### src/rtl/button_click_long_press_detector_core_assert.svh
// ----------------------------------------------------------------------------
// button click / long press detector assertion macros
// concurrent checks on a clock with an active-low reset, empty in synthesis
// ----------------------------------------------------------------------------
`ifndef BUTTON_CLICK_LONG_PRESS_DETECTOR_CORE_ASSERT_SVH
`define BUTTON_CLICK_LONG_PRESS_DETECTOR_CORE_ASSERT_SVH
`ifndef SYNTHESIS
// property must hold at every clock edge outside reset
`define BCLP_ASSERT(lbl, clk, rst_n, prop, msg) \
    lbl: assert property (@(posedge clk) disable iff (!rst_n) prop) \
        else $error(msg);
// expression must never be true outside reset
`define BCLP_ASSERT_NEVER(lbl, clk, rst_n, expr, msg) \
    lbl: assert property (@(posedge clk) disable iff (!rst_n) !(expr)) \
        else $error(msg);
`else
`define BCLP_ASSERT(lbl, clk, rst_n, prop, msg)
`define BCLP_ASSERT_NEVER(lbl, clk, rst_n, expr, msg)
`endif
`endif

### src/rtl/bclp_pkg.sv
// ----------------------------------------------------------------------------
// bclp_pkg
// shared types, widths and register map of the button click detector
// ----------------------------------------------------------------------------
package bclp_pkg;

    localparam int TIMER_WIDTH_DEF = 16;
    localparam int CLICK_WIDTH_DEF = 4;

    localparam int LIMIT_W   = 16;
    localparam int COUNT_W   = 4;
    localparam int PHASE_W   = 3;
    localparam int APB_DW    = 32;
    localparam int APB_AW    = 4;
    localparam int CFG_IDX_W = 2;

    localparam logic [LIMIT_W-1:0] SHORT_LIMIT_RST = 16'd200;
    localparam logic [LIMIT_W-1:0] LONG_LIMIT_RST  = 16'd2000;

    typedef enum logic [PHASE_W-1:0] {
        PH_IDLE        = 3'd0,
        PH_PRESSED     = 3'd1,
        PH_AFTER_CLICK = 3'd2,
        PH_AFTER_LONG  = 3'd3,
        PH_WAIT_CLEAR  = 3'd4
    } t_phase;

    typedef enum logic [CFG_IDX_W-1:0] {
        CFG_SHORT_LIMIT = 2'd0,
        CFG_LONG_LIMIT  = 2'd1,
        CFG_ACTIVE_LOW  = 2'd2,
        CFG_CONNECTED   = 2'd3
    } t_cfg_idx;

    typedef struct packed {
        logic [LIMIT_W-1:0] short_limit;
        logic [LIMIT_W-1:0] long_limit;
        logic               active_low;
        logic               connected;
    } t_cfg;

    typedef struct packed {
        logic [COUNT_W-1:0] click_count;
        logic               long_pressed;
        logic               is_pressed;
        logic [PHASE_W-1:0] phase;
    } t_result;

endpackage

### src/rtl/bclp_ifs.sv
// ----------------------------------------------------------------------------
// bclp channel interfaces
// valid/ready channels for tick items and result items
// ----------------------------------------------------------------------------
interface bclp_in_if ();
    logic valid;
    logic ready;
    logic pin_level;
    logic acknowledge;
    logic restart;

    modport source (output valid, output pin_level, output acknowledge, output restart,
                    input ready);
    modport sink (input valid, input pin_level, input acknowledge, input restart,
                  output ready);
endinterface

interface bclp_out_if import bclp_pkg::*; ();
    logic               valid;
    logic               ready;
    logic [COUNT_W-1:0] click_count;
    logic               long_pressed;
    logic               is_pressed;
    logic [PHASE_W-1:0] phase;

    modport source (output valid, output click_count, output long_pressed,
                    output is_pressed, output phase, input ready);
    modport sink (input valid, input click_count, input long_pressed,
                  input is_pressed, input phase, output ready);
endinterface

### src/rtl/bclp_cfg_regs.sv
// ----------------------------------------------------------------------------
// bclp_cfg_regs
// apb register file for limits, polarity and connection
// ----------------------------------------------------------------------------
module bclp_cfg_regs import bclp_pkg::*; (
    input  logic              i_clk,
    input  logic              i_rst_n,
    input  logic              psel,
    input  logic              penable,
    input  logic              pwrite,
    input  logic [APB_AW-1:0] paddr,
    input  logic [APB_DW-1:0] pwdata,
    output logic [APB_DW-1:0] prdata,
    output logic              pready,
    output t_cfg              o_cfg
);

    logic [LIMIT_W-1:0] r_short_limit;
    logic [LIMIT_W-1:0] r_long_limit;
    logic               r_active_low;
    logic               r_connected;
    logic               w_wr;
    t_cfg_idx           w_idx;

    assign pready = 1'b1;
    assign w_wr   = psel && penable && pwrite;
    assign w_idx  = t_cfg_idx'(paddr[APB_AW-1:2]);

    always_ff @(posedge i_clk) begin
        if (!i_rst_n) begin
            r_short_limit <= SHORT_LIMIT_RST;
            r_long_limit  <= LONG_LIMIT_RST;
            r_active_low  <= 1'b1;
            r_connected   <= 1'b1;
        end else if (w_wr) begin
            unique case (w_idx)
                CFG_SHORT_LIMIT: r_short_limit <= pwdata[LIMIT_W-1:0];
                CFG_LONG_LIMIT:  r_long_limit  <= pwdata[LIMIT_W-1:0];
                CFG_ACTIVE_LOW:  r_active_low  <= pwdata[0];
                CFG_CONNECTED:   r_connected   <= pwdata[0];
                default: ;
            endcase
        end
    end

    always_comb begin
        prdata = '0;
        unique case (w_idx)
            CFG_SHORT_LIMIT: prdata = APB_DW'(r_short_limit);
            CFG_LONG_LIMIT:  prdata = APB_DW'(r_long_limit);
            CFG_ACTIVE_LOW:  prdata = APB_DW'(r_active_low);
            CFG_CONNECTED:   prdata = APB_DW'(r_connected);
            default:         prdata = '0;
        endcase
    end

    assign o_cfg.short_limit = r_short_limit;
    assign o_cfg.long_limit  = r_long_limit;
    assign o_cfg.active_low  = r_active_low;
    assign o_cfg.connected   = r_connected;

endmodule

### src/rtl/bclp_fsm.sv
// ----------------------------------------------------------------------------
// bclp_fsm
// phase machine, tick timer and click counters, one step per tick
// ----------------------------------------------------------------------------
`include "button_click_long_press_detector_core_assert.svh"

module bclp_fsm import bclp_pkg::*; #(
    parameter int TIMER_WIDTH = TIMER_WIDTH_DEF,
    parameter int CLICK_WIDTH = CLICK_WIDTH_DEF
) (
    input  logic    i_clk,
    input  logic    i_rst_n,
    input  logic    i_step,
    input  logic    i_pin_level,
    input  logic    i_acknowledge,
    input  logic    i_restart,
    input  t_cfg    i_cfg,
    output t_result o_result
);

    localparam int CMP_W = (TIMER_WIDTH > LIMIT_W) ? TIMER_WIDTH : LIMIT_W;
    localparam int CNT_X = (CLICK_WIDTH > COUNT_W) ? CLICK_WIDTH : COUNT_W;

    t_phase                 r_phase;
    t_phase                 n_phase;
    logic [TIMER_WIDTH-1:0] r_elapsed;
    logic [TIMER_WIDTH-1:0] n_elapsed;
    logic [CLICK_WIDTH-1:0] r_running;
    logic [CLICK_WIDTH-1:0] n_running;
    logic [CLICK_WIDTH-1:0] r_latched;
    logic [CLICK_WIDTH-1:0] n_latched;
    logic                   r_long_flag;
    logic                   n_long_flag;

    logic                   w_pressed;
    logic [TIMER_WIDTH-1:0] w_tick;
    logic                   w_past_short;
    logic                   w_past_long;
    logic [CLICK_WIDTH-1:0] w_latched;
    logic                   w_long;
    logic [CNT_X-1:0]       w_latched_x;

    assign w_pressed    = i_cfg.connected & (i_cfg.active_low ? ~i_pin_level : i_pin_level);
    assign w_tick       = (r_elapsed != '1) ? r_elapsed + 1'b1 : r_elapsed;
    assign w_past_short = CMP_W'(w_tick) > CMP_W'(i_cfg.short_limit);
    assign w_past_long  = CMP_W'(w_tick) > CMP_W'(i_cfg.long_limit);

    // next phase
    always_comb begin
        n_phase = r_phase;
        if (i_restart) begin
            n_phase = PH_WAIT_CLEAR;
        end else begin
            unique case (r_phase)
                PH_IDLE: begin
                    if (w_pressed) n_phase = PH_PRESSED;
                end
                PH_PRESSED: begin
                    if (!w_pressed)       n_phase = PH_AFTER_CLICK;
                    else if (w_past_long) n_phase = PH_AFTER_LONG;
                end
                PH_AFTER_CLICK: begin
                    if (w_pressed)         n_phase = PH_PRESSED;
                    else if (w_past_short) n_phase = PH_IDLE;
                end
                PH_AFTER_LONG: begin
                    if (!w_pressed) n_phase = PH_IDLE;
                end
                default: begin
                    if (!w_pressed) n_phase = PH_IDLE;
                end
            endcase
        end
    end

    // timer, counters and flags that go with each phase step
    always_comb begin
        n_elapsed = w_tick;
        n_running = r_running;
        w_latched = r_latched;
        w_long    = r_long_flag;
        if (!i_restart) begin
            unique case (r_phase)
                PH_IDLE: begin
                    if (w_pressed) begin
                        n_elapsed = '0;
                        n_running = '0;
                    end
                end
                PH_PRESSED: begin
                    if (!w_pressed) begin
                        n_elapsed = '0;
                        if (r_running != '1) n_running = r_running + 1'b1;
                    end else if (w_past_long) begin
                        w_long = 1'b1;
                    end
                end
                PH_AFTER_CLICK: begin
                    if (w_pressed) begin
                        n_elapsed = '0;
                    end else if (w_past_short) begin
                        w_latched = r_running;
                    end
                end
                PH_AFTER_LONG: begin
                    if (!w_pressed) begin
                        n_elapsed = '0;
                        w_long    = 1'b0;
                    end
                end
                default: begin
                    if (!w_pressed) begin
                        n_elapsed = '0;
                        w_latched = '0;
                        w_long    = 1'b0;
                    end
                end
            endcase
        end
        // acknowledge clears after the result is formed
        n_latched   = i_acknowledge ? '0 : w_latched;
        n_long_flag = i_acknowledge ? 1'b0 : w_long;
    end

    assign w_latched_x           = CNT_X'(w_latched);
    assign o_result.click_count  = w_latched_x[COUNT_W-1:0];
    assign o_result.long_pressed = w_long;
    assign o_result.is_pressed   = w_pressed;
    assign o_result.phase        = n_phase;

    always_ff @(posedge i_clk) begin
        if (!i_rst_n) begin
            r_phase     <= PH_WAIT_CLEAR;
            r_elapsed   <= '0;
            r_running   <= '0;
            r_latched   <= '0;
            r_long_flag <= 1'b0;
        end else if (i_step) begin
            r_phase     <= n_phase;
            r_elapsed   <= n_elapsed;
            r_running   <= n_running;
            r_latched   <= n_latched;
            r_long_flag <= n_long_flag;
        end
    end

    `BCLP_ASSERT_NEVER(a_long_phase, i_clk, i_rst_n, r_long_flag && !(r_phase == PH_AFTER_LONG || r_phase == PH_WAIT_CLEAR), "long flag set outside after-long or wait-clear")
    `BCLP_ASSERT(a_restart, i_clk, i_rst_n, i_step && i_restart |=> r_phase == PH_WAIT_CLEAR, "restart did not force wait-clear")
    `BCLP_ASSERT(a_release, i_clk, i_rst_n, i_step && !i_restart && r_phase == PH_PRESSED && !w_pressed |=> r_elapsed == '0 && r_phase == PH_AFTER_CLICK, "release from pressed did not restart timer")
    `BCLP_ASSERT(a_hold, i_clk, i_rst_n, !i_step |=> $stable(r_phase) && $stable(r_elapsed), "state moved without a tick")

endmodule

### src/rtl/button_click_long_press_detector_core.sv
// ----------------------------------------------------------------------------
// button_click_long_press_detector_core
// multi-click and long-press detector stepped by millisecond tick items
// ----------------------------------------------------------------------------
// usage
//   i_tick carries one transaction per millisecond tick: raw pin level,
//   acknowledge and restart. o_result returns exactly one transaction per
//   tick: latched click count, long-press flag, qualified press level and
//   the phase after the update.
//   limits, polarity and connection are set over the apb port while idle.
// pipeline
//   a tick is captured in the input register, stepped through the phase
//   machine and lands in the result register. one tick per cycle is
//   sustained while o_result is not held off; the single combinational
//   step of the phase machine is the only work between the two registers.
// reset
//   phase goes to wait-for-clear, timer and counters clear, limits return
//   to 200 and 2000 ticks, active-low and connected are set.
// stall
//   while o_result is held off the result register keeps its transaction,
//   one more tick waits in the input register, then i_tick.ready drops.
// ----------------------------------------------------------------------------
`include "button_click_long_press_detector_core_assert.svh"

module button_click_long_press_detector_core import bclp_pkg::*; #(
    parameter int TIMER_WIDTH = TIMER_WIDTH_DEF,
    parameter int CLICK_WIDTH = CLICK_WIDTH_DEF
) (
    input  logic              i_clk,
    input  logic              i_rst_n,
    bclp_in_if.sink           i_tick,
    bclp_out_if.source        o_result,
    input  logic              psel,
    input  logic              penable,
    input  logic              pwrite,
    input  logic [APB_AW-1:0] paddr,
    input  logic [APB_DW-1:0] pwdata,
    output logic [APB_DW-1:0] prdata,
    output logic              pready
);

    t_cfg    w_cfg;
    t_result w_step_res;

    // input register
    logic    r_in_valid;
    logic    r_in_pin;
    logic    r_in_ack;
    logic    r_in_restart;

    // result register
    logic    r_out_valid;
    t_result r_out;

    logic    w_advance;
    logic    w_in_take;

    // step a held tick when the result register is free or being emptied
    assign w_advance    = r_in_valid && (!r_out_valid || o_result.ready);
    assign i_tick.ready = !r_in_valid || w_advance;
    assign w_in_take    = i_tick.valid && i_tick.ready;

    bclp_cfg_regs u_cfg (
        .i_clk   (i_clk),
        .i_rst_n (i_rst_n),
        .psel    (psel),
        .penable (penable),
        .pwrite  (pwrite),
        .paddr   (paddr),
        .pwdata  (pwdata),
        .prdata  (prdata),
        .pready  (pready),
        .o_cfg   (w_cfg)
    );

    bclp_fsm #(
        .TIMER_WIDTH (TIMER_WIDTH),
        .CLICK_WIDTH (CLICK_WIDTH)
    ) u_fsm (
        .i_clk         (i_clk),
        .i_rst_n       (i_rst_n),
        .i_step        (w_advance),
        .i_pin_level   (r_in_pin),
        .i_acknowledge (r_in_ack),
        .i_restart     (r_in_restart),
        .i_cfg         (w_cfg),
        .o_result      (w_step_res)
    );

    always_ff @(posedge i_clk) begin
        if (!i_rst_n) begin
            r_in_valid <= 1'b0;
        end else if (i_tick.ready) begin
            r_in_valid <= i_tick.valid;
        end
    end

    // tick payload, no reset needed
    always_ff @(posedge i_clk) begin
        if (w_in_take) begin
            r_in_pin     <= i_tick.pin_level;
            r_in_ack     <= i_tick.acknowledge;
            r_in_restart <= i_tick.restart;
        end
    end

    always_ff @(posedge i_clk) begin
        if (!i_rst_n) begin
            r_out_valid <= 1'b0;
        end else if (w_advance) begin
            r_out_valid <= 1'b1;
        end else if (o_result.ready) begin
            r_out_valid <= 1'b0;
        end
    end

    always_ff @(posedge i_clk) begin
        if (w_advance) begin
            r_out <= w_step_res;
        end
    end

    assign o_result.valid        = r_out_valid;
    assign o_result.click_count  = r_out.click_count;
    assign o_result.long_pressed = r_out.long_pressed;
    assign o_result.is_pressed   = r_out.is_pressed;
    assign o_result.phase        = r_out.phase;

    `BCLP_ASSERT_NEVER(a_full_ready, i_clk, i_rst_n, r_in_valid && r_out_valid && !o_result.ready && i_tick.ready, "ready high with both registers full and stalled")
    `BCLP_ASSERT(a_step_lands, i_clk, i_rst_n, w_advance |=> r_out_valid, "stepped tick produced no result")
    `BCLP_ASSERT(a_drain, i_clk, i_rst_n, r_out_valid && o_result.ready && !w_advance |=> !r_out_valid, "result repeated after transaction")

endmodule

### src/flat_wrapper.sv
// flat-port wrapper written by rule: the top's interface ports become plain ports
module button_click_long_press_detector_core_flat import bclp_pkg::*;
#(
    parameter int TIMER_WIDTH = TIMER_WIDTH_DEF,
    parameter int CLICK_WIDTH = CLICK_WIDTH_DEF
)
  (i_clk, i_rst_n, psel, penable, pwrite, paddr, pwdata, prdata, pready, i_tick_valid, i_tick_pin_level, i_tick_acknowledge, i_tick_restart, i_tick_ready, o_result_valid, o_result_click_count, o_result_long_pressed, o_result_is_pressed, o_result_phase, o_result_ready);
  bclp_in_if i_tick_i ();
  bclp_out_if o_result_i ();
  input  logic i_clk;
  input  logic i_rst_n;
  input  logic psel;
  input  logic penable;
  input  logic pwrite;
  input  logic [APB_AW-1:0] paddr;
  input  logic [APB_DW-1:0] pwdata;
  output logic [APB_DW-1:0] prdata;
  output logic pready;
  input wire logic [$bits(i_tick_i.valid)-1:0] i_tick_valid;
  input wire logic [$bits(i_tick_i.pin_level)-1:0] i_tick_pin_level;
  input wire logic [$bits(i_tick_i.acknowledge)-1:0] i_tick_acknowledge;
  input wire logic [$bits(i_tick_i.restart)-1:0] i_tick_restart;
  output wire logic [$bits(i_tick_i.ready)-1:0] i_tick_ready;
  output wire logic [$bits(o_result_i.valid)-1:0] o_result_valid;
  output wire logic [$bits(o_result_i.click_count)-1:0] o_result_click_count;
  output wire logic [$bits(o_result_i.long_pressed)-1:0] o_result_long_pressed;
  output wire logic [$bits(o_result_i.is_pressed)-1:0] o_result_is_pressed;
  output wire logic [$bits(o_result_i.phase)-1:0] o_result_phase;
  input wire logic [$bits(o_result_i.ready)-1:0] o_result_ready;
  assign i_tick_i.valid = i_tick_valid;
  assign i_tick_i.pin_level = i_tick_pin_level;
  assign i_tick_i.acknowledge = i_tick_acknowledge;
  assign i_tick_i.restart = i_tick_restart;
  assign i_tick_ready = i_tick_i.ready;
  assign o_result_valid = o_result_i.valid;
  assign o_result_click_count = o_result_i.click_count;
  assign o_result_long_pressed = o_result_i.long_pressed;
  assign o_result_is_pressed = o_result_i.is_pressed;
  assign o_result_phase = o_result_i.phase;
  assign o_result_i.ready = o_result_ready;
  button_click_long_press_detector_core #(.TIMER_WIDTH(TIMER_WIDTH), .CLICK_WIDTH(CLICK_WIDTH)) u_core (.i_clk(i_clk), .i_rst_n(i_rst_n), .i_tick(i_tick_i), .o_result(o_result_i), .psel(psel), .penable(penable), .pwrite(pwrite), .paddr(paddr), .pwdata(pwdata), .prdata(prdata), .pready(pready));
endmodule
### config.mk
export PLATFORM = sky130hd
export DESIGN_NAME = button_click_long_press_detector_core_flat
export DESIGN_NICKNAME = d
export VERILOG_FILES = /design/src/rtl/bclp_pkg.sv /design/src/rtl/bclp_ifs.sv /design/src/rtl/bclp_cfg_regs.sv /design/src/rtl/bclp_fsm.sv /design/src/rtl/button_click_long_press_detector_core.sv /design/src/flat_wrapper.sv
export VERILOG_INCLUDE_DIRS = /design/src /design/src/rtl
export SDC_FILE = /design/constraint.sdc
export NUM_CORES = 1
export LEC_CHECK = 0
export ABC_CLOCK_PERIOD_IN_PS = 7000
export BUFFER_PORTS_ARGS = -buffer_cell sky130_fd_sc_hd__buf_2
export CORE_UTILIZATION = 55
export DETAILED_ROUTE_END_ITERATION = 8
export PLACE_DENSITY = 0.8
export SLEW_MARGIN = 20
export SYNTH_ARGS = -nofsm -noshare
export SYNTH_HDL_FRONTEND = slang
export SYNTH_SLANG_ARGS = --single-unit
### constraint.sdc
create_clock -name i_clk -period 7 [get_ports i_clk]
set_input_delay 2.1 -clock i_clk [delete_from_list [all_inputs] [get_ports i_clk]]
set_output_delay 2.1 -clock i_clk [all_outputs]
set_load 0.01 [all_outputs]
---- Word level (Yosys, flattened, before mapping) ----
Index checks and enable logic that the tools add are counted.
storage, ports and cells
  flip-flop bits (word level) ............. 76
  bits of input ports ..................... 46
  output and inout port bits .............. 44
  logic and storage cells ................. 88
cells by class
  add/subtract/negate cells ............... 2
  magnitude comparators ................... 2
  equality and inequality tests ........... 11
  mux-type cells .......................... 33
  bitwise operators ....................... 3
  reductions and logical operators ........ 19
operators by type and width
  cell                                                                    number
  32-bit case mux with 4 select lines                                     1
  16-bit two-way mux                                                      5
  16-bit greater-than comparator                                          2
  4-bit two-way mux                                                       8
  3-bit two-way mux                                                       7
  16-bit by 1-bit adder with 16-bit output (second input constant)        1
  16-bit != test (second input constant)                                  1
  4-bit case mux with 2 select lines                                      2
  3-bit case mux with 3 select lines                                      1
  1-bit two-way mux                                                       8
  2-bit AND reduction                                                     4
  3-bit by 2-bit equality test with 1-bit output (second input constant)  2
  2-bit != test (second input constant)                                   3
  6-bit AND reduction                                                     1
  4-bit by 1-bit adder with 4-bit output (second input constant)          1
  2-bit equality test (second input constant)                             2
  1-bit logical AND                                                       4
  4-bit != test (second input constant)                                   1
  2-bit nonzero test                                                      2
  3-bit by 1-bit equality test with 1-bit output (second input constant)  1
  3-bit zero test                                                         1
  3-bit OR reduction                                                      1
  2-bit by 1-bit equality test with 1-bit output (second input constant)  1
  1-bit zero test                                                         2
  6 further kinds                                                         8

---- Longest topological paths before layout ----
Gate-level depths: netlist of the first run.
  word-level depth ........................ 8
  depth in mapped cells ................... 15
  mapped depth without buffers ............ 14

---- Cells and area by module ----
From an unflattened synthesis of the first run, not the netlist that was laid out.
unflattened totals
  cells, all modules ...................... 539
  area, all modules ....................... 4833.4 um^2
modules (own cells, without submodules)
  module                                 instances  cells each  area each (um^2)  sequential area each (um^2)
  bclp_fsm                               1          322         2591.2            560.5
  bclp_cfg_regs                          1          196         1778.0            680.7
  button_click_long_press_detector_core  1          21          464.2             400.4

---- Worst setup path before layout of the first run ----
No wires, ideal clock.
  path kind ............................... input-to-output
  start point ............................. input paddr[2]
  end point ............................... output prdata[10]
  arrival ................................. 3083 ps
  data required time ...................... 4900 ps
  slack ................................... 1817 ps
  cell stages on the path ................. 4
  path buffers ............................ 2
  cells stage by stage .................... buf_1 buf_2 mux2i_1 nor2_1
between the ends
  word-level cells in the longest chain between the ends .. 2
  elaborated cells between the ends (all ways) .. 5
  those cells by class .................... eq/ne (3); mux (1); reduce/logical (1)
RTL lines
  what                                               RTL line             source
  start, declared                                    flat_wrapper.sv:15   input logic [APB_AW-1:0] paddr;
  2-bit equality test, or another cell as far along  bclp_cfg_regs.sv:48  unique case (w_idx)
  32-bit case mux with 4 select lines (*)            bclp_cfg_regs.sv:48
  end, declared                                      flat_wrapper.sv:17   output logic [APB_DW-1:0] prdata;
Mark *: on every way between the ends. The rest lies on a longest branch, timed or not. The select of a mux whose other input is x is not followed.

---- Worst setup path in the final report of the first run ----
  start point ............................. input paddr[2]
  end point ............................... output prdata[0]
The elaborated chain is that of the path after synthesis.

==> results of run 1 <==
power breakdown:
group,switching [mW],internal (mW)
combinational,0.0513,0.0276
sequential,0.00676,0.451
clock,0.161,0.161
worst max-delay path, stage by stage:
cell and delay (ns):
buf_2 0.50, mux4_2 0.60, buf_2 0.16
layer usage:
metal | part of all wire [%] | GRT usage (%)
met5 | 0 | 0
met4 | 1.2 | 8.21
met3 | 6.2 | 4.37
met2 | 50 | 42.5
met1 | 43 | 30.3
worst min-delay path by stage:
stage	from	endpoint	slack, ns	cells after the start
3_3_place_gp	u_core.u_fsm.r_long_flag	u_core.u_fsm.r_long_flag	0.45	2
6_report	u_core.u_cfg.r_long_limit[14]	u_core.u_cfg.r_long_limit[14]	0.47	2
4_1_cts	u_core.u_cfg.r_long_limit[15]	u_core.u_cfg.r_long_limit[15]	0.47	2
2_1_floorplan	u_core.u_fsm.r_long_flag	u_core.u_fsm.r_long_flag	0.43	2
5_1_grt	u_core.u_cfg.r_short_limit[10]	u_core.u_cfg.r_short_limit[10]	0.50	2
3_5_place_dp	u_core.u_fsm.r_long_flag	u_core.u_fsm.r_long_flag	0.45	2
cell type report:
class	instances	area [um2]	area share, %
clock buffer	10	128	2.53
multi-input combinational	425	2680	53.0
tap	105	131	2.60
clock inverter	6	55.1	1.09
timing repair buffer	54	270	5.35
sequential	76	1640	32.5
inverter	39	146	2.90
metrics by stage:
step | worst slack [ns] | hold WS [ns] | total power, mW
floorplan | 1.82 | 0.434 | 0.527
global placement | 1.57 | 0.446 | 0.544
detailed placement | 1.53 | 0.453 | 0.546
CTS | 1.53 | 0.474 | 0.865
global route | 1.48 | 0.498 | 0.894
finish | 1.54 | 0.474 | 0.859
cells in the final DEF, fill, tap and decap left out, drive strengths merged, types with 7 or more instances in the layout:
cell and n:
conb 17, and2 8, o21ai 19, nand4 9, inv 37, a31oi 13, clkbuf 10, xnor2 8
a21oi 52, nand2b 7, nor3 11, ha 34, nor2 36, nand3 15, edfxtp 12, mux2i 21
nand2 99, dfxtp 64, o211ai 13, buf 54
sequential cells by signal, indices dropped and copies added, names as in the netlist, 3 cells and up:
| register | flops |
|---|---|
| u_core.u_fsm.r_latched | 4 |
| u_core.u_fsm.r_running | 4 |
| u_core.o_result.click_count | 4 |
| u_core.o_result.phase | 3 |
| u_core.u_fsm.r_elapsed | 16 |
| u_core.u_cfg.r_short_limit | 16 |
| u_core.u_fsm.r_phase | 3 |
| u_core.u_cfg.r_long_limit | 16 |
logic make-up (layout without fill, tap and decap cells):
kind of cell             Yosys count  after routing  share of synthesized area, %
AO/OA/AOI/OAI                    127            127                          17.9
XOR/XNOR                          13             13                          2.46
adder cells (fa/ha/maj)           34             34                          9.20
buffers and inverters             76            109                          8.01
flip-flops                        76             76                          35.5
multiplexers                      27             27                          6.25
other                              2             17                         0.162
AND/OR/NAND/NOR                  207            207                          20.5
==> out/results.ini, run 1 <==
[flow_run]
cap_violations=0

[power]
vdd_drop_max_v=0.000103
p_leak_nw=2.18
cellPowerDensity_mw_per_mm2=170

[floorplan]
die_w_um=93.7
initial_core_util_pct=56.6
io_pins=90
die_y_um=93.7
num_rows=33
core-area_mm2=0.00818
die_area_mm2=0.00878

[synth]
synth-edff-count=12
yosysMostFrequentCell=nand2_1
ys_top_cells_by_count=99 x nand2_1, 64 x dfxtp_1, 51 x a21oi_1, 37 x inv_1, 36 x nor2_1
netlist.area_leader.share_pct=27.7
yosysWarningCount=0
synth_cell_types=64
synthArstFlopShare_pct=0
ys_top_cells_by_area=dfxtp_1 28%, ha_1 9.2%, nand2_1 8.0%, edfxtp_1 7.8%, a21oi_1 5.5%
syn_area_per_cell_um2=8.23
synth_ff_type=dfxtp_1
yosysTopAreaCell=dfxtp_1
synth_area_mm2=0.00462
ys_seq_area_share_pct=35.5
synth.ff_latch_count=76
syn_inst=562

[critical_path]
arrival_ns=3.36
r2r_end=u_core.o_result.click_count[3]
r2r-start=u_core.u_fsm.r_elapsed[0]
start_kind=primary input
cp_max_fo=22
crit_path_end=prdata[0]
r2r_cells=14
cp-startpoint=paddr[2]
critical_path.endpoint_type=output port
cp.required_ns=4.90
r2r_slack_ns=2.90
path_class=in2out

[status]
outcome=completed

[sta]
period_share_pct=78.0
max-slew-margin-rel_pct=32.7
fmax_mhz=183
fin_skew_ns=0.0104
finalSetupViolations=0
hold_viol=0
fin_setup_tns_ns=0
tightest_slew_ns=1.00
period_needed_ns=5.46
slew_viol_final=0
rsz0062_at_grt=false

[clocking]
htreeDepth=3
post-cts-setup-buffer-count=0
clk_latency_ns=0.35
clk_pin_slew_ns=0.07
cts_tree=done
clock-sinks=76
root_buffer=clkbuf_8
clk_path_buf_depth=2
cts_inserted_buffers=9
ctsHoldBuffers=0
cts_resized=0

[route]
wl_per_cell_um=14.3
final_antenna_net_count=0
routed_wl_mm=10.2
dr.first_iter.drc_count=203
viasPerCell=5.68
vias=4062
route.detailed.drc=0
drt-pass1-iter-count=5

[finish]
syn_to_final_growth_pct=9.25
fillers=729
antenna_cells=0
final_util_pct=61.8
drive_above_1_share_pct=13.8
fin_area_mm2=0.00505
nets=685
fin_cells=715

[placement]
io_buffers=54
place_area_mm2=0.00487
gp_congestion=0.833
place_inst=699
place_hpwl_mm=7.57

[worst_hold_path]
min_path_type=reg2reg

[global_route]
grt_pass1_wl_mm=16.7
grt_overflow=0
grt_max_degree=34
grt_pass1_vias=3750
antenna_found_initial=0
track_usage_pct=24.4

(Power assumes the default switching activity.)
==> run 2: changes to the inputs <==
--- a/config.mk
+++ b/config.mk
@@ -6,7 +6,8 @@
 export SDC_FILE = /design/constraint.sdc
 export NUM_CORES = 1
 export LEC_CHECK = 0
-export ABC_CLOCK_PERIOD_IN_PS = 7000
+export ABC_AREA = 1
+export ABC_CLOCK_PERIOD_IN_PS = 5700
 export BUFFER_PORTS_ARGS = -buffer_cell sky130_fd_sc_hd__buf_2
 export CORE_UTILIZATION = 55
 export DETAILED_ROUTE_END_ITERATION = 8
==> constraint.sdc (replaced) <==
create_clock -name i_clk -period 5.7 [get_ports i_clk]
set_input_delay 1.71 -clock i_clk [delete_from_list [all_inputs] [get_ports i_clk]]
set_output_delay 1.71 -clock i_clk [all_outputs]
set_load 0.01 [all_outputs]
==> out/results.ini, run 2 <==
[flow_run]
cap_violations=0  ; unchanged

[critical_path]
path_class=in2out
critical_path.endpoint_type=output port
cp-startpoint=paddr[3]
r2r_slack_ns=2.19  ; -0.71 ns
cp_common_cell=buf_2
crit_slowest_cell=o22ai_1
crit_path_cell_trace=buf_2 -> nor2_1 -> inv_1 -> o22ai_1 -> buf_2
cp.required_ns=3.99  ; -0.91 ns
r2r-start=u_core.u_fsm.r_elapsed[0]
cp_top_family=buffers and inverters
start_kind=primary input
worst-path-buf-inv=3  ; +1
crit_path_end=prdata[10]
r2r_cells=25  ; +11
arrival_ns=2.81  ; -0.55 ns
r2r_end=u_core.u_fsm.r_latched[2]
max_stage_delay_ns=0.33  ; -0.27 ns
crit_cells=5  ; +2
cp_max_fo=16  ; -27%

[route]
wl_per_cell_um=13.7  ; -4.0%
vias=4096  ; +0.84%
dr.first_iter.drc_count=194  ; -4.4%
route.detailed.drc=0  ; unchanged
final_antenna_net_count=0  ; unchanged
drt-pass1-iter-count=5  ; unchanged
viasPerCell=5.45  ; -4.0%
routed_wl_mm=10.3  ; +0.78%

[synth]
synth_xor_area_share_pct=1.95  ; -0.51 points
synth-edff-count=12  ; unchanged
yosys.area_share.simple_pct=22.0  ; +1.5 points
ys_top_cells_by_count=136 x nand2_1, 72 x inv_1, 65 x a21oi_1, 64 x dfxtp_1, 34 x ha_1
yosysMostFrequentCell=nand2_1
synthMuxAreaShare_pct=0  ; -6.3 points
synth_ff_type=dfxtp_1
syn_inst=596  ; +6.0%
ys_seq_area_share_pct=37.1  ; +1.6 points
synth_adder_area_share_pct=9.62  ; +0.42 points
syn_area_per_cell_um2=7.42  ; -9.8%
yosysWarningCount=0  ; unchanged
synthArstFlopShare_pct=0  ; unchanged
synth_compound_area_share_pct=18.0  ; +0.11 points
ys_top_cells_by_area=dfxtp_1 29%, nand2_1 12%, ha_1 9.6%, edfxtp_1 8.1%, a21oi_1 7.4%
synth_top_family_by_area=simple AND/OR/NAND/NOR gates
synth_cell_types=39  ; -39%
synth.ff_latch_count=76  ; unchanged
synth_area_mm2=0.00442  ; -4.4%
yosysTopAreaCell=dfxtp_1
netlist.area_leader.share_pct=29.0  ; +1.3 points

[sta]
hold_viol=0  ; unchanged
fin_setup_tns_ns=0  ; unchanged
period_share_pct=79.3
post-route-worst-setup-slack_ns=1.18  ; -0.357 ns
tightest_slew_ns=0.687  ; -0.316 ns
fmax_mhz=221
max-slew-margin-rel_pct=54.2  ; +21 points
finalSetupViolations=0  ; unchanged
slew_viol_final=0  ; unchanged
rsz0062_at_grt=false
fin_skew_ns=0.0101  ; -0.000366 ns
holdWs_ns=0.479  ; +0.00525 ns
period_needed_ns=4.52

[clocking]
ctsHoldBuffers=0  ; unchanged
clk_pin_slew_ns=0.09  ; +0.02 ns
clk_latency_ns=0.36  ; about the same
cts_inserted_buffers=9  ; unchanged
clk_path_buf_depth=2  ; unchanged
root_buffer=clkbuf_8
htreeDepth=3  ; unchanged
clock-sinks=76  ; unchanged
cts_tree=done
post-cts-setup-buffer-count=0  ; unchanged
cts_resized=0  ; unchanged

[finish]
drive_above_1_share_pct=14.3  ; +0.56 points
antenna_cells=0  ; unchanged
fin_cells=751  ; +5.0%
layout_common_cells=136 x nand2_1, 72 x inv_1, 65 x a21oi_1
layout.cells.most_common=nand2_1
syn_to_final_growth_pct=10.8
fin_area_mm2=0.00490  ; -3.0%
nets=724  ; +5.7%
top_regs=u_core.u_cfg.r_long_limit (16), u_core.u_cfg.r_short_limit (16), u_core.u_fsm.r_elapsed (16)
fillers=721  ; -1.1%

[global_route]
grt_max_degree=38  ; +12%
track_usage_pct=25.8  ; +1.4 points
grt_pass1_wl_mm=17.2  ; +3.3%
grt_overflow=0  ; unchanged
antenna_found_initial=0  ; unchanged
grt_pass1_vias=3834  ; +2.2%

[placement]
place_area_mm2=0.00470  ; -3.6%
pre_cts_slack_ns=1.21  ; -0.311 ns
place_inst=735  ; +5.2%
io_buffers=54  ; unchanged
place_hpwl_mm=7.65  ; +1.1%
gp_congestion=0.856  ; +2.7%

[floorplan]
die_w_um=91.7  ; -2.2%
initial_core_util_pct=56.9  ; +0.36 points
core-area_mm2=0.00777  ; -5.0%
die_area_mm2=0.00840  ; -4.3%
io_pins=90  ; unchanged
die_y_um=91.7  ; -2.2%
num_rows=32  ; -3.0%

[worst_hold_path]
min_path_type=reg2reg

[power]
cellPowerDensity_mw_per_mm2=220  ; +29%
vdd_drop_max_v=0.000138  ; +34%
p_leak_nw=2.24  ; +2.4%

[status]
outcome=completed

## run 2: changes by cell type after synthesis, moves of 6 or more
| cell | before | now |
|---|---|---|
| a21oi_1 | 51 | 65 |
| a31oi_1 | 11 | 2 |
| and2_1 | 7 | 0 |
| and3_1 | 6 | 0 |
| inv_1 | 37 | 72 |
| mux2i_1 | 21 | 0 |
| nand2_1 | 99 | 136 |
| nand2b_1 | 7 | 0 |
| nand3_1 | 15 | 22 |
| o21ai_0 | 15 | 33 |
| o22ai_1 | 0 | 15 |
| xnor2_1 | 8 | 2 |
## run 2: power by group
group,internal [mW],leakage [nW],switching [mW]
sequential,0.556,0.632,0.00616
clock,0.200,0.102,0.211
combinational,0.0326,1.50,0.0717
total,0.789,2.24,0.289
## run 2: cells by family (layout without fill, tap and decap cells)
| family | Yosys count | count (layout) |
|---|---|---|
| buffers and inverters | 113 | 151 |
| adders and majority gates | 34 | 34 |
| AOI/OAI and AO/OA | 140 | 140 |
| other | 2 | 17 |
| and+or+nand+nor | 222 | 222 |
| xor gates and xnor gates | 9 | 9 |
| DFF | 76 | 76 |
## run 2: stage by stage
step | power [mW] | utilization, %
floorplan | 0.651 | -
global placement | 0.674 | 60.5
detailed placement | 0.678 | 60.5
CTS | 1.09 | 63.1
global route | 1.12 | 63.1
finish | 1.08 | 63.1
## run 2: worst register-to-register path: stages, from the launching register on
cell and delay (ns):
dfxtp_1 0.41, ha_1 0.25, nand2_1 0.12, nor3_4 0.17, nand2_2 0.12, nor3_4 0.22
nand3_4 0.16, nand2_1 0.09, nor2_1 0.06, nand2_1 0.08, xnor2_1 0.12, ha_1 0.32
nand2_1 0.06, nor2_1 0.18, nand2_1 0.08, nand2_1 0.07, nand2_1 0.05, nand2_1 0.14
nand3_1 0.17, nand2_1 0.10, nand3_1 0.07, nand2_1 0.09, nand2_1 0.05, nand2_1 0.09
nand2_1 0.05, a21oi_1 0.14
## run 2: area by class of cell
type / instances / area (um2) / share of cell area, %
multi-input cells: 422 / 2340 / 47.9
flip-flops and latches: 76 / 1640 / 33.5
inverters: 79 / 297 / 6.05
repair buffers: 56 / 285 / 5.82
clock buffers: 11 / 163 / 3.32
well taps: 102 / 128 / 2.61
clock inverters: 5 / 40.0 / 0.817
## run 2: how the worst min path moves through the flow
stage | to | slack [ns] | depth (start not counted) | start
floorplan | u_core.u_fsm.r_elapsed[6] | 0.45 | 2 | u_core.u_fsm.r_elapsed[6]
global placement | u_core.u_fsm.r_elapsed[6] | 0.46 | 2 | u_core.u_fsm.r_elapsed[6]
detailed placement | u_core.u_fsm.r_elapsed[6] | 0.47 | 2 | u_core.u_fsm.r_elapsed[6]
CTS | u_core.u_fsm.r_elapsed[6] | 0.48 | 2 | u_core.u_fsm.r_elapsed[6]
global route | u_core.u_fsm.r_elapsed[6] | 0.50 | 2 | u_core.u_fsm.r_elapsed[6]
finish | u_core.u_fsm.r_elapsed[6] | 0.48 | 2 | u_core.u_fsm.r_elapsed[6]
## run 2: layer usage
| metal | wire, um | track usage, % | vias to the layer above |
|---|---|---|---|
| li1 | - | - | 2047 |
| met1 | 4210 | 29.1 | 1869 |
| met2 | 5200 | 46.4 | 149 |
| met3 | 555 | 5.14 | 31 |
| met4 | 335 | 12.6 | 0 |
| met5 | 0 | 0 | - |
